## config.mk

```make
export PLATFORM = sky130hd
export DESIGN_NAME = hcbp_bit_packer
export DESIGN_NICKNAME = d
export VERILOG_FILES = /design/src/hw/rtl/hcbp_pkg.sv /design/src/hw/rtl/hcbp_bit_packer.sv
export SDC_FILE = /design/constraint.sdc
export NUM_CORES = 1
export LEC_CHECK = 0
export BUFFER_PORTS_ARGS = -buffer_cell sky130_fd_sc_hd__clkbuf_2
export CORE_MARGIN = 3
export CORE_UTILIZATION = 40
export DETAILED_ROUTE_END_ITERATION = 16
export MAX_ROUTING_LAYER = met4
export PLACE_DENSITY = 0.7
export SYNTH_ARGS = -nofsm -noshare
export SYNTH_HDL_FRONTEND = slang
export SYNTH_SLANG_ARGS = --single-unit
```

## constraint.sdc

```tcl
create_clock -name clk -period 5.3 [get_ports clk]
set_clock_uncertainty 0.1 [all_clocks]
set_input_delay 1.06 -clock clk [delete_from_list [all_inputs] [get_ports clk]]
set_output_delay 1.06 -clock clk [all_outputs]
set_load 0.005 [all_outputs]
```

## src/hw/rtl/hcbp_pkg.sv

```systemverilog
`timescale 1ns / 1ps
// ----------------------------------------------------------------------------
// hcbp_pkg
// Shared types, codes and sizes of the Huffman code bit packer.
// ----------------------------------------------------------------------------
package hcbp_pkg;

  // Table and code sizes
  localparam int MAX_CODE_LEN = 32;
  localparam int SYMBOL_COUNT = 256;
  localparam int SYM_W        = 8;
  localparam int CODE_W       = 32;
  localparam int LEN_W        = 6;
  localparam int BYTE_W       = 8;
  localparam int VB_W         = 4;
  localparam int PEND_W       = BYTE_W - 1;
  localparam int PCNT_W       = 3;
  localparam int TBL_IDX_W    = (SYMBOL_COUNT > 1) ? $clog2(SYMBOL_COUNT) : 1;

  // Longest code that is kept: bounded by the parameter and by the word width
  localparam int LEN_LIM      = (MAX_CODE_LEN < CODE_W) ? MAX_CODE_LEN : CODE_W;

  // Bytes one encode can complete, and the aligned accumulator width
  localparam int MAX_BYTES    = (PEND_W + CODE_W) / BYTE_W;
  localparam int ACC_W        = (MAX_BYTES + 1) * BYTE_W;
  localparam int CNT_W        = $clog2(MAX_BYTES + 1);

  // Item kinds; the fourth code is ignored
  localparam logic [1:0] KIND_LOAD   = 2'd0;
  localparam logic [1:0] KIND_ENCODE = 2'd1;
  localparam logic [1:0] KIND_FLUSH  = 2'd2;

  // One code table entry
  typedef struct packed {
    logic [CODE_W-1:0] word;
    logic [LEN_W-1:0]  len;
  } entry_t;

  // Bytes handed from the packer to the emitter
  typedef struct packed {
    logic [MAX_BYTES-1:0][BYTE_W-1:0] bytes;
    logic [CNT_W-1:0]                 count;
    logic [VB_W-1:0]                  vb;
  } group_t;

endpackage

```

## src/hw/rtl/hcbp_bit_packer.sv

```systemverilog
`timescale 1ns / 1ps
// ----------------------------------------------------------------------------
// hcbp_bit_packer
// Item register and bit accumulator: merges a code with the pending bits
// and splits off every completed byte in one pass.
// ----------------------------------------------------------------------------
module hcbp_bit_packer (
  input  logic             clk,
  input  logic             rst,
  input  logic             in_fire,
  input  logic [1:0]       in_kind,
  output logic             in_ready,
  input  hcbp_pkg::entry_t entry,
  output logic             grp_valid,
  input  logic             grp_ready,
  output hcbp_pkg::group_t grp
);

  logic                           item_valid;
  logic                           item_flush;
  logic [hcbp_pkg::PEND_W-1:0]    pend;        // left aligned, zero padded
  logic [hcbp_pkg::PCNT_W-1:0]    pend_cnt;
  logic [hcbp_pkg::PEND_W-1:0]    pend_next;
  logic [hcbp_pkg::PCNT_W-1:0]    pend_cnt_next;
  logic [hcbp_pkg::CODE_W-1:0]    word_la;
  logic [hcbp_pkg::ACC_W-1:0]     acc;
  logic [hcbp_pkg::LEN_W-1:0]     total;
  logic [hcbp_pkg::CNT_W-1:0]     nbytes;
  logic                           advance;

  // Left align the code; bits above its length fall off the top
  assign word_la = entry.word << (hcbp_pkg::LEN_W'(hcbp_pkg::CODE_W) - entry.len);

  // Pending bits first, then the code right behind them
  assign acc = {pend, (hcbp_pkg::ACC_W - hcbp_pkg::PEND_W)'(0)}
             | ({word_la, (hcbp_pkg::ACC_W - hcbp_pkg::CODE_W)'(0)} >> pend_cnt);

  assign total  = hcbp_pkg::LEN_W'(pend_cnt) + entry.len;
  assign nbytes = hcbp_pkg::CNT_W'(total >> 3);

  // Build the output group and the leftover bits
  always_comb begin
    grp           = '0;
    pend_next     = pend;
    pend_cnt_next = pend_cnt;
    if (item_flush) begin
      grp.bytes[0]  = {pend, 1'b0};
      grp.count     = (pend_cnt != '0) ? hcbp_pkg::CNT_W'(1) : '0;
      grp.vb        = hcbp_pkg::VB_W'(pend_cnt);
      pend_next     = '0;
      pend_cnt_next = '0;
    end else begin
      for (int k = 0; k < hcbp_pkg::MAX_BYTES; k++) begin
        grp.bytes[k] = acc[hcbp_pkg::ACC_W-1-k*hcbp_pkg::BYTE_W -: hcbp_pkg::BYTE_W];
      end
      grp.count     = nbytes;
      grp.vb        = hcbp_pkg::VB_W'(hcbp_pkg::BYTE_W);
      pend_cnt_next = total[hcbp_pkg::PCNT_W-1:0];
      pend_next     = '0;
      for (int k = 0; k <= hcbp_pkg::MAX_BYTES; k++) begin
        if (nbytes == hcbp_pkg::CNT_W'(k)) begin
          pend_next = acc[hcbp_pkg::ACC_W-1-k*hcbp_pkg::BYTE_W -: hcbp_pkg::PEND_W];
        end
      end
    end
  end

  // Groups without bytes only update the accumulator
  assign grp_valid = item_valid && (grp.count != '0);
  assign advance   = item_valid && ((grp.count == '0) || grp_ready);
  assign in_ready  = !item_valid || advance;

  // Hold the item until its bytes are taken
  always_ff @(posedge clk) begin
    if (rst) begin
      item_valid <= 1'b0;
    end else if (in_fire) begin
      item_valid <= (in_kind == hcbp_pkg::KIND_ENCODE) || (in_kind == hcbp_pkg::KIND_FLUSH);
    end else if (advance) begin
      item_valid <= 1'b0;
    end
  end

  always_ff @(posedge clk) begin
    if (in_fire) begin
      item_flush <= (in_kind == hcbp_pkg::KIND_FLUSH);
    end
  end

  // Advance the accumulator as the item leaves
  always_ff @(posedge clk) begin
    if (rst) begin
      pend     <= '0;
      pend_cnt <= '0;
    end else if (advance) begin
      pend     <= pend_next;
      pend_cnt <= pend_cnt_next;
    end
  end

endmodule

```

# ---- Word level (Yosys, flattened, before mapping)
# Cells that the tools add are included.
dict set report totals {
  output_inout_bits 41
  input_bits 44
  register_bits 12
}
dict set report op_classes {
  addsub 2
  n_shift 2
  n_reduce_logical 11
  n_bitwise 1
  n_eq_ne 6
  mux 12
}
# cell count
set op_table {}
lappend op_table {{2-to-1 mux 7 bit} 6}
lappend op_table {{OR 40 bit} 1}
lappend op_table {{>> shifter 40 x 3 -> 40 bit} 1}
lappend op_table {{<< shifter 32 x 6 -> 32 bit} 1}
lappend op_table {{2-to-1 mux 24 bit} 1}
lappend op_table {{2-to-1 mux 15 bit} 1}
lappend op_table {{adder 3 x 6 -> 6 bit} 1}
lappend op_table {{equality test 3 x 2 -> 1 bit (second input constant)} 2}
lappend op_table {{logical NOT 3 bit} 2}
lappend op_table {{nonzero test 3 bit} 2}
lappend op_table {{subtractor 6 bit (first input constant)} 1}
lappend op_table {{equality test 3 x 1 -> 1 bit (second input constant)} 1}
lappend op_table {{equality test 3 bit (second input constant)} 1}
lappend op_table {{logical OR 1 bit} 3}
lappend op_table {{2-to-1 mux 1 bit} 3}
lappend op_table {{2-to-1 mux 3 bit} 1}
lappend op_table {{equality test 2 x 1 -> 1 bit (second input constant)} 1}
lappend op_table {{equality test 2 bit (second input constant)} 1}
lappend op_table {{logical AND 1 bit} 2}
lappend op_table {{nonzero test 2 bit} 1}
lappend op_table {{logical NOT 1 bit} 1}

# ---- Logic depth before layout (Yosys ltp)
# Gate-level depths: netlist (run 1).
dict set report logic_depth {
  depth_word 10
  ltp_mapped 17
  ltp_nobuf 12
}

# ---- Least setup slack after synthesis (run 1)
# Ideal clock, no wire load.
dict set report synth_timing {
  path_kind {input -> output}
  startpoint {in entry[0] in the netlist's numbering}
  endpoint {out grp[10] in the netlist's numbering}
  t_arrival_ps 4356
  required_time_ps 4140
  slack_ps -216
  path_stages 15
  cell_sequence {buf_6 buf_6 inv_2 buf_1 ha_1 clkbuf_1 mux2_2 mux4_2 o211ai_1 a41oi_1 a221o_1 a211o_1 and2_1 a21oi_1 o21bai_1}
}
# item line
set synth_lines {}
lappend synth_lines {{start, declared} hcbp_bit_packer.sv:13} ;# input hcbp_pkg::entry_t entry,
lappend synth_lines {{end, declared} hcbp_bit_packer.sv:16} ;# output hcbp_pkg::group_t grp

==> summary.md, run 1 <==
| Metric | Value |
|---|---|
| I/O pin count | 85 |
| Drt initial violations | roughly 900 |
| Worst-path clk slew | 0.05 ns |
| # DRC | 0 |
| Ratio of cells with drive above 1 in the final layout | between 30 and 40% |
| DRT antenna net count | 0 |
| Worst min path class | register to register |
| Pleak | roughly 2.8 nW |
| #FFs+latches synth | 12 |
| Crit path capture type | output pin |
| Die Wd | ~120 microns |
| Die area | 15400 sq um |
| # H-tree levels | 1 |
| Total Power | around 0.0011 W |
| Pre-CTS setup slack | between 0.02 and 0.025 ns |
| IO buf count | 84 |
| Dpl cells | ~1100 |
| Worst setup SP type | input port |
| Synth Area in Adders | 1.48% |
| Post-synthesis instance total | 750 |
| Vias in the first global route | ~6600 |
| Ys flop type | dfxtp_1 |
| Post-synthesis mux area share | a little under 30% |
| Yosys warns | 0 |
| Final setup vio count | 0 |
| Post-Syn Area | between 5000 and 6000 sq um |
| Pre-antenna DRT Iters | 5 |
| Worst setup path category | input port to output pin |
| M3 GR Usage | between 5 and 6% |
| Sequential area share after synthesis | ~4.5% |
| Worst skew pair latency | approximately 0.25 ns |
| Status | completed |
| Initial Util | between 40% and 50% |
| PD cells | roughly 150 nW/um^2 |
| Die Ht | 124 microns |
| Routed wire length | 22800 microns |
| Syn_area_per_cell | 7.45 sq um |
| Synth Area in XOR/XNOR | under 10% |
| EDFF count, synth | 1 |
| Post-route minimum period | 5.21 ns |
| Part of the cycle the worst path needs | roughly 98% |
| Wire per inst | ~21 microns |
| Total CTS buffers | 3 |
| Final worst-path setup slack | roughly 0.085 ns |
| Filler cell count | around 1400 |
| GR Util met2 | roughly 45% |
| Async SR Flop Fraction | 0% |
| Final Max Slew Viols | 0 |
| Gr busiest metal | met2 |
| Fin cells | ~1100 |
| Largest net degree at the start of global routing | 63 |
| Initial antenna violation count | 1 |
| Post-synthesis compound-gate area fraction | about a third |
| Detailed placement HPWL | 17800 microns |
| DR vias/cell | between 6 and 7 |
| Root Driver | clkbuf_16 |
| Main combinational cell family by area after synthesis | compound AO/OA/AOI/OAI gates |
| Slew @ Worst Pin | 0.814 ns |
| Crit path required time | about 4.1 ns |
| GPL Wtd Cong | 1.05 |
| Unique masters post-synth | 91 |
| Syn_nets | 800 |
| Vias | approximately 7100 |
| Fin area | between 7000 and 8000 sq um |
| WP data arrival | between 4 and 5 ns |
| Layout Nets | 937 |
| Max clock buf depth | 2 |
| Clock sink count | 12 |
| Fin Setup TNS | 0 ns |
| Row count | 42 |
| Worst VDD drop | around 0.09 mV |
| Met1 Resource Use GR | around 38% |
| Multi-input logic area | approximately 5000 sq um |
| Total Routing Usage GR | between 20% and 30% |
| Post-Synth Simple-Gate Area | 23.6% |
| Highest Clock Rate | ~0.19 GHz |
| First-pass GRT wire length | ~36000 microns |
| Max cap viols | 0 |
| Overflow after GRT | 0 |
| Area Overhead vs Synth | 25.6% |
| Area after DPL | a little under 7000 sq um |
| Crit-path max FO | 9 |
| Core area | 13500 sq um |
| Slew headroom | 45.6% |
| TritonCTS clock tree | done |
| RSZ-0062 raised after global routing | false |
| Fin. Hold Viols | 0 |
| Register area | approximately 250 sq um |
-- layout make-up --
cell class	instances	area share, %
inverters	13	0.695
multi-input cells	654	71.9
flip-flops and latches	12	3.58
diodes	1	0.0357
repair buffers	203	19.6
well taps	176	3.14
clock buffers	4	1.12
-- cells in the final DEF, fill, tap and decap left out, types with 8 or more instances in the layout --
| master | count |
|---|---|
| a211oi_1 | 15 |
| a21o_1 | 8 |
| a21oi_1 | 50 |
| a31oi_1 | 9 |
| and2_1 | 9 |
| buf_4 | 114 |
| clkbuf_2 | 84 |
| dfxtp_1 | 10 |
| inv_1 | 10 |
| mux2_2 | 35 |
| mux2i_1 | 40 |
| mux4_2 | 34 |
| nand2_1 | 52 |
| nand2b_1 | 10 |
| nand3_1 | 18 |
| nor2_1 | 98 |
| nor2b_1 | 9 |
| nor3_1 | 21 |
| o211ai_1 | 8 |
| o21ai_0 | 33 |
| o21ai_1 | 11 |
| o22ai_1 | 10 |
| o31ai_1 | 8 |
| o32ai_1 | 8 |
-- critical path, stage by stage --
cell,delay (ns)
clkbuf_2,0.12
buf_4,0.20
or4_4,0.56
nand2_4,0.12
mux2_2,0.35
a22oi_1,0.32
o211ai_1,0.25
mux4_2,0.61
nor2_2,0.11
a21oi_1,0.05
a21o_1,0.20
clkbuf_2,0.10
-- logic make-up (layout without fill, tap and decap cells) --
logic type      count (synthesis)  in the layout
compound gates                256            256
other cells                     0              1
flops                          12             12
simple gates                  268            268
fa+ha+maj                       6              6
mux                           115            115
xor+xnor                        9              9
buf+inv                        84            220
-- synth_stat cells, types with 6 or more instances --
cell type	n	share of area [%]
a211oi_1	15	2.0
a21o_1	9	1.2
a21oi_1	51	4.6
a2bb2oi_1	7	1.1
a31oi_1	9	1.0
and2_1	10	1.1
buf_1	6	0.40
buf_2	18	1.6
buf_6	6	1.2
clkbuf_1	37	2.5
dfxtp_1	11	3.9
inv_1	11	0.74
mux2_2	35	7.1
mux2i_1	44	7.9
mux4_2	34	14
nand2_1	52	3.5
nand2b_1	10	1.1
nand3_1	18	1.6
nor2_1	99	6.6
nor2b_1	9	1.0
nor3_1	22	2.0
nor4_1	7	0.78
o211ai_1	8	1.1
o21ai_0	33	3.0
o21ai_1	12	1.1
o22ai_1	11	1.2
o31a_1	7	1.1
o31ai_1	9	1.2
o32ai_1	8	1.3
or3_1	6	0.67
-- metal layers --
layer | share of wire (%) | wire length [microns] | up-vias
met5 | 0 | 0 | -
met4 | 3.8 | 873 | 0
met3 | 10 | 2280 | 85
met2 | 45 | 10400 | 403
met1 | 41 | 9330 | 3384
li1 | - | - | 3214
-- stage by stage --
step | hold WS (ns) | util, %
finish | 0.374 | 52.2
global route | 0.408 | 52.2
CTS | 0.373 | 51.3
detailed placement | 0.362 | 50.6
global placement | 0.368 | 50.6
floorplan | 0.340 | -
-- flip-flops by register name (all words and copies together) (netlist names) --
register	count
pend	7
pend_cnt	3
item_flush	1
item_valid	1
-- repair_timing --
| item | CTS | global route |
|---|---|---|
| buffers inserted | 0 | 2 |
| gates resized for setup | 1 | 18 |
| gates cloned | 0 | 1 |
| hold buffers | 0 | 0 |
| pin swaps | 0 | 5 |
| setup endpoints to repair | 1 | 20 |
-- final timing paths --
path | start | end | slack, ns | cells after the start
worst min register to register | pend[5]$_SDFFE_PP0P_ | pend[5]$_SDFFE_PP0P_ | 0.37 | 2
worst max-delay path | entry[0] | grp[9] | 0.09 | 12
worst max register to register | pend_cnt[0]$_SDFFE_PP0P_ | pend[3]$_SDFFE_PP0P_ | 1.36 | 13
worst min-delay path | pend[5]$_SDFFE_PP0P_ | pend[5]$_SDFFE_PP0P_ | 0.37 | 2
-- power breakdown --
| group | switching [W] | internal [W] | total, W |
|---|---|---|---|
| Sequential | 0.00000272 | 0.0000940 | 0.0000967 |
| Combinational | 0.000442 | 0.000364 | 0.000806 |
| Clock | 0.0000466 | 0.000102 | 0.000149 |
(Power assumes the default switching activity.)
==> run 2: changes to the inputs <==
--- a/config.mk
+++ b/config.mk
@@ -7,10 +7,10 @@
 export LEC_CHECK = 0
 export BUFFER_PORTS_ARGS = -buffer_cell sky130_fd_sc_hd__clkbuf_2
 export CORE_MARGIN = 3
-export CORE_UTILIZATION = 40
+export CORE_UTILIZATION = 54
 export DETAILED_ROUTE_END_ITERATION = 16
 export MAX_ROUTING_LAYER = met4
-export PLACE_DENSITY = 0.7
+export PLACE_DENSITY = 0.87
 export SYNTH_ARGS = -nofsm -noshare
 export SYNTH_HDL_FRONTEND = slang
 export SYNTH_SLANG_ARGS = --single-unit
==> run 2 against run 1 <==
Effect of this change: sequential cell count unchanged; cell count decreased by 7.1%; sequential share of layout area increased by 0.19 points; clock power decreased by 28%; die area decreased by 25%; cell area decreased by 5.1%; fmax about the same; register-to-register slack improved by 0.24 ns; global-route usage increased by 11 points; highest routed layer unchanged.
==> summary.md, run 2 (same netlist as run 1, synthesis figures left out) <==
| Metric | Value |
|---|---|
| Worst setup SP type | input port |
| Core area | 9910 sq um (-26%) |
| Slew headroom | 38.4% (-7.3 points) |
| Gr busiest metal | met2 |
| Drt initial violations | 1134 (+30%) |
| Worst-path clk slew | 0.07 ns (+0.02 ns) |
| Routed wire length | 23000 microns (+0.86%) |
| Ratio of cells with drive above 1 in the final layout | 32.9% (-3.0 points) |
| Dpl cells | 983 (-6.8%) |
| Root Driver | clkbuf_8 |
| Layout Nets | 906 (-3.3%) |
| Largest net degree at the start of global routing | 61 (-3.2%) |
| # H-tree levels | 1 (unchanged) |
| Total CTS buffers | 3 (unchanged) |
| Overflow after GRT | 0 (unchanged) |
| Status | completed |
| IO buf count | 84 (unchanged) |
| Die Wd | 108 microns (-13%) |
| Total Routing Usage GR | 40.0% (+11 points) |
| Largest reg by FF count | pend |
| I/O pin count | 85 (unchanged) |
| Largest regs | pend (7), pend_cnt (3) |
| # DRC | 0 (unchanged) |
| Delay-heaviest family, CP | multiplexers |
| Vias in the first global route | 6231 (-4.9%) |
| Clock sink count | 12 (unchanged) |
| Largest register FFs | 7 (unchanged) |
| Max clock buf depth | 2 (unchanged) |
| Initial Util | 56.4% (+15 points) |
| Pleak | 2.68 nW (-5.7%) |
| CP bufs+invs | 4 (+1) |
| Detailed placement HPWL | 18300 microns (+2.4%) |
| GPL Wtd Cong | 1.11 (+6.3%) |
| Crit path required time | 4.14 ns (about the same) |
| Slew @ Worst Pin | 0.913 ns (+0.0982 ns) |
| Total Power | 0.000977 W (-7.0%) |
| Crit path capture type | output pin |
| Fin. Hold Viols | 0 (unchanged) |
| Worst VDD drop | 0.0926 mV (+5.2%) |
| Wire per inst | 23.3 microns (+8.5%) |
| Fin cells | 988 (-7.1%) |
| GR Util met2 | 59.0% (+14 points) |
| Row count | 36 (-14%) |
| # diodes | 0 (-1) |
| Initial antenna violation count | 0 (-1) |
| Most common cell after layout, fill and taps aside | nor2_1 |
| Highest Clock Rate | 0.192 GHz (about the same) |
| Worst setup path category | input port to output pin |
| Met1 Resource Use GR | 57.7% (+20 points) |
| Die area | 11600 sq um (-25%) |
| Max cap viols | 0 (unchanged) |
| Area Overhead vs Synth | 19.2% |
| Final Max Slew Viols | 0 (unchanged) |
| PD cells | 147 nW/um^2 (-2.0%) |
| Max incr delay on CP | 0.55 ns (-0.06 ns) |
| DRT antenna net count | 0 (unchanged) |
| Critical path's slowest cell | mux4_2 |
| DR vias/cell | 7.16 (+7.4%) |
| Final setup vio count | 0 (unchanged) |
| M3 GR Usage | 6.12% (+0.28 points) |
| Worst skew pair latency | 0.24 ns (about the same) |
| Hold buffers post-CTS | 0 (unchanged) |
| First-pass GRT wire length | 35800 microns (-0.99%) |
| WP data arrival | 4.05 ns (about the same) |
| Part of the cycle the worst path needs | 98.3% (about the same) |
| Pre-antenna DRT Iters | 5 (unchanged) |
| Worst min path class | register to register |
| Crit-path max FO | 19 (+10) |
| Die Ht | 108 microns (-13%) |
| Vias | 7074 (-0.17%) |
| Post-route minimum period | 5.21 ns (-0.00426 ns) |
| Cell Chain, Critical Path | clkbuf_2 -> inv_2 -> ha_4 -> buf_12 -> mux2_2 -> mux4_2 -> o211ai_1 -> nand4_1 -> mux4_2 -> nor2_1 -> a21oi_1 -> a21o_1 -> clkbuf_2 |
| Most frequent cells in the layout | nor2_1 (98), clkbuf_2 (84), buf_4 (84) |
| TritonCTS clock tree | done |
==> run 2: layout make-up <==
cell class | count | area, sq um
Clock buffer | 4 | 55.1
Fill cell | 882 | 3250
Inverter | 13 | 48.8
Multi-Input combinational cell | 654 | 5010
Sequential cell | 12 | 251
Tap cell | 133 | 166
Timing Repair Buffer | 172 | 1130
==> run 2: path summary, 6_finish.rpt <==
check                                               from              endpoint  slack (ns)  depth (start not counted)
worst max register to register  pend_cnt[0]$_SDFFE_PP0P_  pend[2]$_SDFFE_PP0P_        1.60                         15
worst min-delay path                pend[5]$_SDFFE_PP0P_  pend[5]$_SDFFE_PP0P_        0.37                          2
worst min register to register      pend[5]$_SDFFE_PP0P_  pend[5]$_SDFFE_PP0P_        0.37                          2
worst max-delay path                            entry[0]                grp[9]        0.09                         13
==> run 2: worst min-delay path: cells and delay by family (launching register included) <==
family,cells,cell delay (ns)
AO/OA/AOI/OAI,1,0.05
flip-flops,1,0.32
AND/OR/NAND/NOR,1,0.06
==> run 2: stage by stage <==
step	cell area [sq um]	setup TNS, ns	util [%]	hold WS [ns]	setup slack (ns)
detailed placement	6550	-0.0927	66.1	0.364	-0.0533
floorplan	5600	0	-	0.340	0.0117
global route	6660	-0.0219	67.2	0.415	-0.0176
CTS	6610	0	66.7	0.373	0.00293
global placement	6550	-0.0325	66.1	0.367	-0.0259
finish	6660	0	67.2	0.374	0.0897
==> run 2: layer usage <==
metal | wire length [microns] | share of wire (%)
met1 | 9540 | 41
met2 | 10200 | 44
met3 | 2790 | 12
met4 | 502 | 2.2
met5 | 0 | 0
==> run 2: repair_timing <==
item                                    in CTS  in global routing
resized for setup                            2                  8
pin swaps                                    0                  2
setup buffers                                0                  1
endpoints found under the setup margin       5                 23
==> run 2: power breakdown <==
part / internal [W] / leakage [nW] / switching, W / total [W]
logic: 0.000333 / 2.55 / 0.000442 / 0.000774
clock network: 0.0000659 / 0.0288 / 0.0000416 / 0.000108
registers: 0.0000938 / 0.0990 / 0.00000180 / 0.0000956
total: 0.000492 / 2.68 / 0.000485 / 0.000977
