**src/hw/rtl/hcbp_pkg.sv**
```systemverilog
`timescale 1ns / 1ps
// ----------------------------------------------------------------------------
// hcbp_pkg
// Shared types, codes and sizes of the Huffman code bit packer.
// ----------------------------------------------------------------------------
package hcbp_pkg;

  // Table and code sizes
  localparam int MAX_CODE_LEN = 32;
  localparam int SYMBOL_COUNT = 256;
  localparam int SYM_W        = 8;
  localparam int CODE_W       = 32;
  localparam int LEN_W        = 6;
  localparam int BYTE_W       = 8;
  localparam int VB_W         = 4;
  localparam int PEND_W       = BYTE_W - 1;
  localparam int PCNT_W       = 3;
  localparam int TBL_IDX_W    = (SYMBOL_COUNT > 1) ? $clog2(SYMBOL_COUNT) : 1;

  // Longest code that is kept: bounded by the parameter and by the word width
  localparam int LEN_LIM      = (MAX_CODE_LEN < CODE_W) ? MAX_CODE_LEN : CODE_W;

  // Bytes one encode can complete, and the aligned accumulator width
  localparam int MAX_BYTES    = (PEND_W + CODE_W) / BYTE_W;
  localparam int ACC_W        = (MAX_BYTES + 1) * BYTE_W;
  localparam int CNT_W        = $clog2(MAX_BYTES + 1);

  // Item kinds; the fourth code is ignored
  localparam logic [1:0] KIND_LOAD   = 2'd0;
  localparam logic [1:0] KIND_ENCODE = 2'd1;
  localparam logic [1:0] KIND_FLUSH  = 2'd2;

  // One code table entry
  typedef struct packed {
    logic [CODE_W-1:0] word;
    logic [LEN_W-1:0]  len;
  } entry_t;

  // Bytes handed from the packer to the emitter
  typedef struct packed {
    logic [MAX_BYTES-1:0][BYTE_W-1:0] bytes;
    logic [CNT_W-1:0]                 count;
    logic [VB_W-1:0]                  vb;
  } group_t;

endpackage

```
**src/hw/rtl/hcbp_if.sv**
```systemverilog


interface hcbp_out_if;
  logic                              valid;
  logic                              ready;
  logic [hcbp_pkg::BYTE_W-1:0]       packed_byte;
  logic [hcbp_pkg::VB_W-1:0]         valid_bits;
  logic                              last;

  modport source (output valid, packed_byte, valid_bits, last, input ready);
  modport sink   (input valid, packed_byte, valid_bits, last, output ready);
endinterface

```
**src/hw/rtl/hcbp_byte_emitter.sv**
```systemverilog
`timescale 1ns / 1ps
// ----------------------------------------------------------------------------
// hcbp_byte_emitter
// Result register: shifts a group of bytes out one transfer at a time.
// ----------------------------------------------------------------------------
module hcbp_byte_emitter (
  input  logic             clk,
  input  logic             rst,
  input  logic             grp_valid,
  output logic             grp_ready,
  input  hcbp_pkg::group_t grp,
  hcbp_out_if.source       out_ch
);

  logic [hcbp_pkg::MAX_BYTES-1:0][hcbp_pkg::BYTE_W-1:0] bytes;
  logic [hcbp_pkg::CNT_W-1:0]                          cnt;
  logic [hcbp_pkg::VB_W-1:0]                           vb;
  logic                                                out_fire;

  assign out_fire  = out_ch.valid && out_ch.ready;
  assign grp_ready = (cnt == '0) || ((cnt == hcbp_pkg::CNT_W'(1)) && out_ch.ready);

  assign out_ch.valid       = (cnt != '0);
  assign out_ch.packed_byte = bytes[0];
  assign out_ch.valid_bits  = vb;
  assign out_ch.last        = (cnt == hcbp_pkg::CNT_W'(1));

  // Count the bytes still to send
  always_ff @(posedge clk) begin
    if (rst) begin
      cnt <= '0;
    end else if (grp_valid && grp_ready) begin
      cnt <= grp.count;
    end else if (out_fire) begin
      cnt <= cnt - hcbp_pkg::CNT_W'(1);
    end
  end

  // Load a new group or drop the byte just sent
  always_ff @(posedge clk) begin
    if (grp_valid && grp_ready) begin
      bytes <= grp.bytes;
      vb    <= grp.vb;
    end else if (out_fire) begin
      for (int k = 0; k < hcbp_pkg::MAX_BYTES - 1; k++) begin
        bytes[k] <= bytes[k+1];
      end
      bytes[hcbp_pkg::MAX_BYTES-1] <= '0;
    end
  end

endmodule

```
**src/flat_wrapper.sv**
```systemverilog
// flat-port wrapper written by rule: the top's interface ports become plain ports
module hcbp_byte_emitter_flat 
  (clk, rst, grp_valid, grp_ready, grp, out_ch_valid, out_ch_packed_byte, out_ch_valid_bits, out_ch_last, out_ch_ready);
  hcbp_out_if out_ch_i ();
  input  logic clk;
  input  logic rst;
  input  logic grp_valid;
  output logic grp_ready;
  input  hcbp_pkg::group_t grp;
  output wire logic [$bits(out_ch_i.valid)-1:0] out_ch_valid;
  output wire logic [$bits(out_ch_i.packed_byte)-1:0] out_ch_packed_byte;
  output wire logic [$bits(out_ch_i.valid_bits)-1:0] out_ch_valid_bits;
  output wire logic [$bits(out_ch_i.last)-1:0] out_ch_last;
  input wire logic [$bits(out_ch_i.ready)-1:0] out_ch_ready;
  assign out_ch_valid = out_ch_i.valid;
  assign out_ch_packed_byte = out_ch_i.packed_byte;
  assign out_ch_valid_bits = out_ch_i.valid_bits;
  assign out_ch_last = out_ch_i.last;
  assign out_ch_i.ready = out_ch_ready;
  hcbp_byte_emitter u_core (.clk(clk), .rst(rst), .grp_valid(grp_valid), .grp_ready(grp_ready), .grp(grp), .out_ch(out_ch_i));
endmodule
```
**config.mk**
```make
export PLATFORM = sky130hd
export DESIGN_NAME = hcbp_byte_emitter_flat
export DESIGN_NICKNAME = d
export VERILOG_FILES = /design/src/hw/rtl/hcbp_pkg.sv /design/src/hw/rtl/hcbp_if.sv /design/src/hw/rtl/hcbp_byte_emitter.sv /design/src/flat_wrapper.sv
export SDC_FILE = /design/constraint.sdc
export NUM_CORES = 1
export LEC_CHECK = 0
export BUFFER_PORTS_ARGS = -buffer_cell sky130_fd_sc_hd__buf_4
export CORE_MARGIN = 5
export CORE_UTILIZATION = 50
export CTS_CLUSTER_DIAMETER = 120
export DETAILED_ROUTE_END_ITERATION = 7
export PLACE_DENSITY_LB_ADDON = 0.25
export SLEW_MARGIN = 10
export SYNTH_ARGS = -nofsm -noshare
export SYNTH_HDL_FRONTEND = slang
export SYNTH_SLANG_ARGS = --single-unit
```
**constraint.sdc**
```tcl
create_clock -name clk -period 2.3 [get_ports clk]
set_input_delay 0.115 -clock clk [delete_from_list [all_inputs] [get_ports clk]]
set_output_delay 0.115 -clock clk [all_outputs]
set_load 0.05 [all_outputs]
```
Word-level counts from Yosys, hierarchy flattened
Index checks and enable logic that the tools add are counted.
Widths: inputs -> output; s select.
{"block": "totals", "output_inout_bits": 15, "memories": 0, "latch_bits": 0, "mem_bits_rw": 0, "register_bits": 39, "rom_bits": 0, "word_cells": 19}
{"block": "op_classes", "add_sub_neg": 1, "n_bitwise": 0, "muxes": 4, "n_lt_le_gt_ge": 0, "mul": 0, "eq_ne": 1, "n_reduce_logical": 7, "n_div": 0, "shifts": 0}
{"operator": "$mux 32", "count": 2}
{"operator": "$mux 3", "count": 2}
{"operator": "$eq 3x1->1 const B", "count": 1}
{"operator": "$logic_and 1x1->1", "count": 3}
{"operator": "$logic_not 3->1", "count": 1}
{"operator": "$reduce_bool 3->1", "count": 1}
{"operator": "$sub 3x1->3 const B", "count": 1}
{"operator": "$reduce_bool 2->1", "count": 1}
{"operator": "$logic_or 1x1->1", "count": 1}

Logic depth before layout (Yosys ltp)
Gate-level depths: netlist (run 1).
{"block": "logic_depth", "depth_word": 5, "ltp_mapped": 8, "mapped_depth_nobuf": 6}

Worst setup path before layout (run 1)
Ideal clock, no wire load.
{"block": "synth_timing", "path_type": "register to register", "startpoint": "register u_core.cnt[0] (netlist name)", "endpoint": "register u_core.bytes[10] (netlist name), enable pin", "t_required_ps": 1913, "stages_incl_launch_ff": 6, "synth_period_minus_slack_ps": 2012, "n_path_buf": 0, "setup_slack_ps": 288, "t_arrival_ps": 1626, "path_cell_list": "dfxtp_1 -> inv_1 -> ha_1 -> nor2b_2 -> mux2i_1 -> inv_1"}
{"block": "synth_via", "elab_chain_cells": 5}
{"item": "start, declared", "line_no": "hcbp_byte_emitter.sv:16", "rtl": "logic [hcbp_pkg::CNT_W-1:0] cnt;"}
{"item": "start signal, assigned", "line_no": "hcbp_byte_emitter.sv:33", "rtl": "cnt <= grp.count;"}
{"item": "start signal, assigned", "line_no": "hcbp_byte_emitter.sv:35", "rtl": "cnt <= cnt - hcbp_pkg::CNT_W'(1);"}
{"item": "$eq 3x1->1", "line_no": "hcbp_byte_emitter.sv:21", "rtl": "assign grp_ready = (cnt == '0) || ((cnt == hcbp_pkg::CNT_W'(1)) && out_ch.ready);"}
{"item": "$logic_and 1x1->1", "line_no": "hcbp_byte_emitter.sv:21"}
{"item": "$logic_or 1x1->1", "line_no": "hcbp_byte_emitter.sv:21"}
{"item": "$logic_and 1x1->1", "line_no": "hcbp_byte_emitter.sv:41", "rtl": "if (grp_valid && grp_ready) begin"}
{"item": "$reduce_bool 2->1 (no source line) *"}
{"item": "end signal, assigned", "line_no": "hcbp_byte_emitter.sv:42", "rtl": "bytes <= grp.bytes;"}
{"item": "end signal, assigned by index", "line_no": "hcbp_byte_emitter.sv:46", "rtl": "bytes[k] <= bytes[k+1];"}
{"item": "end, declared", "line_no": "hcbp_byte_emitter.sv:15", "rtl": "logic [hcbp_pkg::MAX_BYTES-1:0][hcbp_pkg::BYTE_W-1:0] bytes;"}
Mark *: on every way between the ends. The rest lies on a longest branch, timed or not.
A chain may end at the register's enable or synchronous reset.

Worst setup path in the final report (run 1)
{"block": "layout_timing", "startpoint": "register u_core.cnt[1] (netlist name)", "endpoint": "register u_core.bytes[16] (netlist name), data pin"}
{"block": "layout_via", "elab_chain_cells": 5}
{"item": "$eq 3x1->1", "line_no": "hcbp_byte_emitter.sv:21"}
{"item": "$logic_and 1x1->1", "line_no": "hcbp_byte_emitter.sv:21"}
{"item": "$logic_or 1x1->1 *", "line_no": "hcbp_byte_emitter.sv:21"}
{"item": "$logic_and 1x1->1 *", "line_no": "hcbp_byte_emitter.sv:41"}
{"item": "$mux 32 *", "line_no": "hcbp_byte_emitter.sv:41"}
Marked as above.

==> results of run 1 <==
==> state kept, by name, summed over array words and instances (netlist names) <==
signal / flops
u_core.bytes: 24
u_core.cnt: 3
u_core.out_ch.packed_byte: 8
u_core.out_ch.valid_bits: 4
==> routing by layer <==
layer	share of wire, %	vias to the layer above
li1	-	520
met1	38	465
met2	48	46
met3	11	6
met4	2.5	0
met5	0	-
==> path summary, 6_finish.rpt <==
check                              startpoint               end  slack, ns  cells past startpoint
worst max-delay path            u_core.cnt[1]  u_core.bytes[16]       0.37                      6
worst max register to register  u_core.cnt[1]  u_core.bytes[16]       0.37                      6
worst min register to register  u_core.cnt[1]     u_core.cnt[1]       0.56                      2
worst min-delay path                   grp[4]     u_core.cnt[0]       0.02                      3
==> kinds of logic (layout without fill, tap and decap cells) <==
group                    count (synthesis)  count (layout)  synth area share, %
adder cells (fa/ha/maj)                  3               3                 2.12
multiplexers                            25              25                 15.8
flip-flops                              39              39                 64.3
AND/OR/NAND/NOR                         20              20                 6.91
AO/OA/AOI/OAI                            7               7                 3.81
buffers and inverters                   18              78                 7.05
==> worst max-delay path: cells and delay by family (launching register included) <==
| kind | cells | cell delay, ns |
|---|---|---|
| buffers and inverters | 2 | 0.47 |
| muxes | 1 | 0.39 |
| DFF | 1 | 0.32 |
| adders and majority gates | 1 | 0.22 |
| and+or+nand+nor | 1 | 0.19 |
| AOI/OAI and AO/OA | 1 | 0.11 |
==> metrics by stage <==
step	util [%]	hold WS, ns
final	67.3	0.0199
after global routing	67.3	0.00687
after CTS	67.3	0.00896
after detailed placement	64.5	0.295
after global placement	64.5	0.294
after floorplan	-	0.184
==> power by group through the flow <==
stage          clock [mW]  sequential [mW]  combinational, mW
5_1_grt             0.354             1.25               1.28
4_1_cts             0.325             1.23               1.21
2_1_floorplan           0             1.27              0.949
3_5_place_dp            0             1.25               1.20
3_3_place_gp            0             1.24               1.17
6_report            0.309             1.22               1.19
==> timing repair <==
item                      in CTS  in global routing
gates resized for setup        0                  0
hold buffers                   5                  0
hold endpoints to repair       7                  0
==> placed cells by master (no fill, tap or decap), drive strengths merged, types with 3 or more instances in the layout <==
cell type    Yosys  layout
ha               3       3
buf             12      60
mux2            24      24
nand2            4       4
edfxtp          36      36
dfxtp            3       3
nor2b            4       4
dlygate4sd3      0       5
clkbuf           0       5
inv              6       6
and2             8       8
==> area by class of cell <==
type                    instances  area [um2]  area share [%]
clock inverters                 2        8.76           0.384
repair buffers                 65         500            21.9
flip-flops and latches         39        1140            50.0
inverters                       6        22.5           0.987
well taps                      46        57.6            2.52
clock buffers                   5        37.5            1.64
multi-input cells              55         514            22.5
==> summary.md, run 1 <==
| Metric | Value |
|---|---|
| Status | finished, final reports clean |
| Layout cell share with drive strength beyond 1 | 55.2% |
| Global-route wire length before repair | 4.78 mm |
| Worst Hold Class | input port to register |
| Area grow syn2layout | 28.6% |
| Final ANT Viol Nets | 0 |
| Pre-CTS WS | 0.379 ns |
| Worst-path maximum fanout | 31 |
| Max clock buf depth | 2 |
| Seq/Total Area, Yosys | 64.3% |
| Vias | 1037 |
| Final-stage net count | 218 |
| Pwr Density | 1200 nW/um2 |
| Grt met3 use | around 6.5% |
| Final setup fails | 0 |
| Initial antenna violation count | 0 |
| Drt total wl | 2.96 mm |
| Total power | between 2 and 3 mW |
| Seq pwr share | between 40% and 50% |
| CTS tree | done |
| Gr ovfl total | 0 |
| Worst EP required | approximately 2.4 ns |
| Commonest cells in the netlist | edfxtp_1 (36), mux2_2 (24), and2_1 (8), buf_4 (8), inv_1 (6) |
| Largest net degree at the start of global routing | 33 |
| Layout filler cell count | 266 |
| Max-slew violation count | 0 |
| Post-synth EDFFs | 36 |
| Ys Warns | 0 |
| Clock Pin Slew Worst Setup and Hold Paths | 0.10 ns |
| Vias in the first global route | between 1000 and 1500 |
| Post-synth top area cell | edfxtp_1 |
| CP peak stage delay | 0.39 ns |
| Synth Flop Type | edfxtp_1 |
| Die W | 69.6 um |
| CP max-delay cell | mux2_2 |
| N_diodes | 0 |
| Crit share post-route | 84.0% |
| Max-cap violations | 0 |
| Total track usage | 12.9% |
| H-tree depth | 2 |
| Buffers on Ports | 57 |
| # IOs | between 50 and 60 |
| Crit start category | register |
| Row count | 21 |
| DRC | 0 |
| GR peak layer | met2 |
| Sum of negative setup slack | 0 ns |
| RSZ-0062 raised after global routing | false |
| Sw frac | 36.2% |
| Total core area | 3390 um2 |
| CP Cell Sequence | inv_1 > ha_1 > a21oi_1 > nor3b_4 > buf_4 > mux2_2 |
| Post-synthesis async set-or-reset flop share | 0% |
| Routability cong. | 0.703 |
| Clock latency on the worst-skew pair | 0.34 ns |
| Fmax | a little over 500 MHz |
| CP arrival | 2.04 ns |
| Pleak | 0.937 nW |
| Final Worst Setup Slack | 0.367 ns |
| WL/cell | 13.6 um |
| 1st-pass router iterations | 4 |
| P_sw | 0.988 mW |
| Met2 Usage GRT | between 15 and 20% |
| Worst Tran Pin Value | 0.395 ns |
| Area of the die | 4840 um2 |
| Final cell count without fillers | 218 |
| Top area cells in the synthesized netlist | edfxtp_1 (61%), mux2_2 (15%), dfxtp_1 (3.4%) |
| Most frequent cell after synthesis | edfxtp_1 |
| Fin crit period | 1.93 ns |
| Clock share of power | a little under an eighth |
| Dpl hpwl | 2.14 mm |
| Final instance area | 2280 um2 |
| Peak VDD IR | approximately 0.72 mV |
| Initial Util | between 50% and 60% |
| Critical path type | register to register |
| Int Pwr | 1.74 mW |
| Syn_area_per_cell | 15.8 um2 |
| #FFs+latches synth | 39 |
| Num CTS Buffers | 5 |
| Synth Net Count | 158 |
| Synth Cell Area | 1770 um2 |
| First DRT Iteration DRCs | 54 |
| Met1 global-route usage | 14.4% |
| Worst Setup End Kind | register |
| Distinct cells, synth | 25 |
| Post-synth top area share | 60.9% |
| Placed Area | 2190 um2 |
| CTS root buf | clkbuf_4 |
| Placed Cells | between 200 and 250 |
| Final Skew | 0.00943 ns |
| Comb power frac | about 44% |
| Final Hold Violating Endpoints | 0 |
| Synthesized instance count | 112 |
| Die H | 69.6 um |
| Clock sink count | 39 |
| Relative slew slack | 72.9% |
| Post-CTS setup buffer count | 0 |
| Avg Vias per Cell | 4.76 |
(Power assumes the default switching activity.)
==> inputs of run 2 (changes only) <==
==> constraint.sdc (replaced) <==
create_clock -name clk -period 2 [get_ports clk]
set_input_delay 0.1 -clock clk [delete_from_list [all_inputs] [get_ports clk]]
set_output_delay 0.1 -clock clk [all_outputs]
set_load 0.05 [all_outputs]
==> run 2 against run 1 <==
Total power rose by 19%. Setup slack worse by 0.22 ns. Non-clock buffer count grew 1. Sequential share of layout area down 1.5 points. Die area stayed put. Utilization is 2.0 points higher. Hold slack improved by 0.026 ns. Register-to-register slack got worse by 0.22 ns. Critical path depth is the same. Critical path type unchanged. Largest cell class unchanged. Largest power group is now combinational logic.
==> summary.md, run 2 (same netlist as run 1, synthesis figures left out) <==
| Metric | Value |
|---|---|
| Status | finished, final reports clean |
| Most frequent cells in the layout | buf_4 (57), edfxtp_1 (36), mux2_2 (24) |
| Peak VDD IR | ~0.62 mV |
| Critical path type | register to register |
| Num CTS Buffers | 5 |
| CTS tree | done |
| Dpl hpwl | 2.30 mm |
| H-tree depth | 2 |
| Area of the die | between 4000 and 5000 um2 |
| Final cell count without fillers | 219 |
| Area grow syn2layout | 32.5% |
| DRC | 0 |
| CP arrival | 1.94 ns |
| Row count | 21 |
| Die H | 69.6 um |
| Clock latency on the worst-skew pair | roughly 0.33 ns |
| Vias | 1056 |
| Max-slew violation count | 0 |
| 1st-pass router iterations | 4 |
| Reg with most FFs | u_core.bytes |
| Sum of negative setup slack | 0 ns |
| Total core area | around 3400 um2 |
| First DRT Iteration DRCs | 61 |
| Max FFs per register | 24 |
| Final setup fails | 0 |
| Initial antenna violation count | 0 |
| Relative slew slack | 74.9% |
| Crit start category | register |
| Clock sink count | 39 |
| Crit share post-route | 92.5% |
| WL/cell | 14.2 um |
| RSZ-0062 raised after global routing | false |
| Initial Util | 52.3% |
| Final Core Density | between 60% and 70% |
| Buffers on Ports | 57 |
| Clock Pin Slew Worst Setup and Hold Paths | about 0.10 ns |
| Commonest non-fill, non-tap cell in the layout | buf_4 |
| Worst-path maximum fanout | 23 |
| Fmax | 540 MHz |
| Cts repair resizes | 0 |
| Hold_buf cts | 6 |
| Layout cell share with drive strength beyond 1 | 56.1% |
| Max-cap violations | 0 |
| N_diodes | 0 |
| Pwr Density | 1380 nW/um2 |
| Pleak | 0.953 nW |
| Max clock buf depth | 2 |
| Worst EP required | approximately 2.1 ns |
| Fin crit period | 1.85 ns |
| Final ANT Viol Nets | 0 |
| CTS root buf | clkbuf_4 |
| Final-stage net count | about 220 |
| Vias in the first global route | around 1200 |
| Gr ovfl total | 0 |
| Drt total wl | 3.11 mm |
| Largest net degree at the start of global routing | 33 |
| Die W | 69.6 um |
| Global-route wire length before repair | 5.24 mm |
| Placed Cells | 206 |
| Avg Vias per Cell | 4.82 |
| Worst Hold Class | input port to register |
| Routability cong. | 0.718 |
| Worst Setup End Kind | register |
| Final Hold Violating Endpoints | 0 |
| Final Skew | 0.00374 ns |
| Post-CTS setup buffer count | 0 |
| Total track usage | 14.1% |
| Worst Tran Pin Value | around 0.37 ns |
| # IOs | 58 |
-- run 2: cell types whose count changed in the layout (fill, tap and decap cells not counted), sizes merged --
cell,before,now
inv,6,5
dlygate4sd3,5,6
clkinvlp,0,1
-- run 2: where the power goes --
| part | internal [mW] | switching [mW] |
|---|---|---|
| Combinational | 0.632 | 0.854 |
| Sequential | 1.32 | 0.0916 |
| Clock | 0.125 | 0.230 |
-- run 2: final cells by class --
cell class,instances,area (um2)
clock buffers,5,37.5
clock inverters,2,8.76
fillers,231,1040
inverters,6,26.3
multi-input cells,55,532
flip-flops and latches,39,1140
well taps,46,57.6
repair buffers,66,548
-- run 2: path summary, 6_finish.rpt --
path	cells after the start	to	startpoint	slack [ns]
hold reg to reg	2	u_core.cnt[1]	u_core.cnt[1]	0.54
setup / recovery	6	u_core.bytes[18]	u_core.cnt[0]	0.15
setup reg to reg	6	u_core.bytes[18]	u_core.cnt[0]	0.15
hold / removal	2	u_core.bytes[27]	grp[34]	0.05
-- run 2: through the flow --
step	instance area (um2)	hold WS, ns	worst slack (ns)	power, mW
after CTS	2350	0.0268	0.140	3.30
after global placement	2240	0.278	0.230	2.87
after detailed placement	2240	0.279	0.165	2.93
final	2350	0.0464	0.149	3.26
after floorplan	1800	0.169	0.0229	2.59
after global routing	2350	0.0267	0.0621	3.43
-- run 2: critical path, cell delays in order (launching register included) --
cell and delay (ns):
dfxtp_1 0.34, inv_1 0.11, ha_1 0.22, a21oi_1 0.08, nor3b_4 0.30, buf_12 0.20, mux2_2 0.35
-- run 2: routing by layer --
| layer | global-route usage [%] | part of all wire [%] | vias to the layer above |
|---|---|---|---|
| li1 | - | - | 522 |
| met1 | 15.3 | 39 | 485 |
| met2 | 24.0 | 51 | 42 |
| met3 | 5.36 | 8.1 | 7 |
| met4 | 6.51 | 1.9 | 0 |
| met5 | 0 | 0 | - |
==> inputs of run 3 (changes only) <==
--- a/config.mk
+++ b/config.mk
@@ -5,9 +5,10 @@
 export SDC_FILE = /design/constraint.sdc
 export NUM_CORES = 1
 export LEC_CHECK = 0
+export ABC_AREA = 1
 export BUFFER_PORTS_ARGS = -buffer_cell sky130_fd_sc_hd__buf_4
 export CORE_MARGIN = 5
-export CORE_UTILIZATION = 50
+export CORE_UTILIZATION = 45
 export CTS_CLUSTER_DIAMETER = 120
 export DETAILED_ROUTE_END_ITERATION = 7
 export PLACE_DENSITY_LB_ADDON = 0.25
==> constraint.sdc (replaced) <==
create_clock -name clk -period 1.6 [get_ports clk]
set_input_delay 0.08 -clock clk [delete_from_list [all_inputs] [get_ports clk]]
set_output_delay 0.08 -clock clk [all_outputs]
set_load 0.05 [all_outputs]
==> run 3 against run 2 <==
Sequential cell count stayed put. Cell count grew 32%. Combinational power is 56% higher. Clock skew shrank 0.00066 ns. Sequential share of layout area is 2.3 points lower. Design area up 4.9%. Clock power up 120%. Clock-buffer cell count unchanged. Sequential power grew 38%. Synthesized cell count is 57% higher. Via count increased by 22%. Synthesized area is 2.3% higher. Largest cell class unchanged.
==> summary.md, run 3 <==
| Metric | Value |
|---|---|
| Status | finished, final reports clean |
| Placed Cells | 272 |
| Post-synth EDFFs | 36 |
| Proportion of synthesized area in mux cells | 0% |
| Worst EP required | 1.64 ns |
| Simple-Gate Fraction of Synth Area | 23.5% |
| Synthesized instance count | 176 |
| Post-synth top area cell | edfxtp_1 |
| N_diodes | 0 |
| Main combinational cell family by area after synthesis | simple AND/OR/NAND/NOR gates |
| Crit share post-route | 93.8% |
| Compound-gate portion of the synthesized area | 1.59% |
| Synth Net Count | 222 |
| Top area cells in the synthesized netlist | edfxtp_1 (60%), nand2_1 (16%), dfxtp_1 (3.3%) |
| Area of the die | roughly 5400 um2 |
| CP arrival | 1.55 ns |
| DRC | 0 |
| Max clock buf depth | 2 |
| Post-CTS setup buffer count | 0 |
| Worst Tran Pin Value | 0.200 ns |
| Die W | 73.5 um |
| Critical path type | register to register |
| Routability cong. | about 0.77 |
| Pwr Density | 2050 nW/um2 |
| Synth Cell Area | 1820 um2 |
| Peak VDD IR | roughly 0.84 mV |
| Final Hold Violating Endpoints | 0 |
| Max FFs per register | 24 |
| Max-cap violations | 0 |
| Gr ovfl total | 0 |
| Most frequent cell after synthesis | nand2_1 |
| Distinct cells, synth | 17 |
| Total power | approximately 5.1 mW |
| RSZ-0062 raised after global routing | false |
| Die H | 73.5 um |
| Seq/Total Area, Yosys | 62.9% |
| Drt total wl | 3.40 mm |
| Pleak | 1.16 nW |
| Global-route wire length before repair | 5.44 mm |
| Worst Hold Class | input port to register |
| Worst Setup End Kind | register |
| Clock latency on the worst-skew pair | 0.28 ns |
| Dpl hpwl | approximately 2.2 mm |
| Ys Warns | 0 |
| Row count | 23 |
| Worst-path maximum fanout | 34 |
| Post-synthesis async set-or-reset flop share | 0% |
| Buffers on Ports | 57 |
| Area grow syn2layout | 35.8% |
| Initial antenna violation count | 0 |
| Final-stage net count | 283 |
| Clock sink count | 39 |
| Largest net degree at the start of global routing | 35 |
| Syn_area_per_cell | between 10 and 15 um2 |
| Crit start category | register |
| Relative slew slack | 86.7% |
| Final cell count without fillers | 288 |
| #FFs+latches synth | 39 |
| Most frequent cells in the layout | nand2_1 (76), buf_4 (57), edfxtp_1 (36) |
| H-tree depth | 2 |
| Post-synth top area share | 59.5% |
| Total track usage | 13.4% |
| Clock Pin Slew Worst Setup and Hold Paths | 0.07 ns |
| Vias | 1291 |
| CTS root buf | clkbuf_8 |
| Avg Vias per Cell | about 4.5 |
| Synth Flop Type | edfxtp_1 |
| Fin crit period | ~1.5 ns |
| Adder-cell share of the synthesized area | around 2.1% |
| Layout cell share with drive strength beyond 1 | 33.2% |
| XOR/XNOR Fraction of Synth Area | 0.482% |
| WL/cell | around 12 um |
| Fmax | 666 MHz |
| Total core area | 3940 um2 |
| Final setup fails | 0 |
| Final Skew | 0.00308 ns |
| Commonest non-fill, non-tap cell in the layout | nand2_1 |
| Commonest cells in the netlist | nand2_1 (77), edfxtp_1 (36), inv_1 (14) |
| First DRT Iteration DRCs | 62 |
| # IOs | between 50 and 60 |
| Vias in the first global route | 1264 |
| Max-slew violation count | 0 |
| 1st-pass router iterations | 5 |
| Initial Util | 46.0% |
| Num CTS Buffers | 5 |
| CTS tree | done |
| Final ANT Viol Nets | 0 |
| Reg with most FFs | u_core.bytes |
==> run 3: cell types whose count changed after synthesis, sizes merged, moves of 2 or more <==
cell,previous run,this run
and2,8,0
nor2b,4,0
mux2,24,0
nand3,0,9
a2111oi,2,0
inv,6,15
nand2,4,81
nor2,0,12
==> run 3: cell families (layout without fill, tap and decap cells) <==
logic type,after synthesis,in the layout
compound gates,3,3
simple gates,102,105
xor+xnor,1,1
flops,39,39
buf+inv,28,87
fa+ha+maj,3,3
==> run 3: area by class of cell <==
cell class | instances | area, um2
clock buffer | 5 | 68.8
tap | 50 | 62.6
multi-input combinational | 112 | 581
inverter | 15 | 56.3
clock inverter | 3 | 38.8
fill | 336 | 1480
timing repair buffer | 64 | 518
sequential | 39 | 1140
==> run 3: path summary, 6_finish.rpt <==
check / from / endpoint / slack, ns / depth (start not counted)
max: u_core.cnt[0] / u_core.bytes[8] / 0.1 / 8
min reg2reg: u_core.bytes[14] / u_core.out_ch.packed_byte[6] / 0.52 / 2
max reg2reg: u_core.cnt[0] / u_core.bytes[8] / 0.1 / 8
min: grp[14] / u_core.out_ch.packed_byte[7] / 0.06 / 3
==> run 3: repair_timing <==
action	in CTS	in global routing
cloned	2	1
setup endpoints to repair	2	9
pin swaps	2	1
hold buffers	5	0
gates resized for setup	2	4
hold endpoints to repair	5	0
==> run 3: layer usage <==
| layer | track usage, % | wire length (um) |
|---|---|---|
| met5 | 0 | 0 |
| met4 | 4.23 | 22 |
| met3 | 6.02 | 330 |
| met2 | 22.9 | 1690 |
| met1 | 14.9 | 1360 |
==> run 3: worst max-delay path, stage by stage, from the launching register on <==
cell and delay, ns:
dfxtp_1 0.32, inv_1 0.11, ha_2 0.26, nand2_4 0.12, nand2_8 0.10, nand2_2 0.06, buf_12 0.16, nand2_1 0.08
nand2_1 0.05
==> run 3: stage by stage <==
stage	util (%)	area, um2	setup TNS (ns)	hold WS [ns]	setup slack [ns]
after floorplan	-	1840	0	0.149	0.0149
after global placement	57.1	2250	0	0.257	0.0825
after detailed placement	57.1	2250	-0.00240	0.258	-0.00240
after CTS	61.8	2430	0	0.0430	0.00707
after global routing	62.6	2470	0	0.0452	0.00498
final	62.6	2470	0	0.0558	0.0986
==> run 3: where the power goes <==
part           internal (mW)  switching, mW  leakage [nW]
combinational          0.757           1.57         0.728
sequential              1.82          0.128         0.380
clock                  0.456          0.324        0.0556
total                   3.03           2.02          1.16
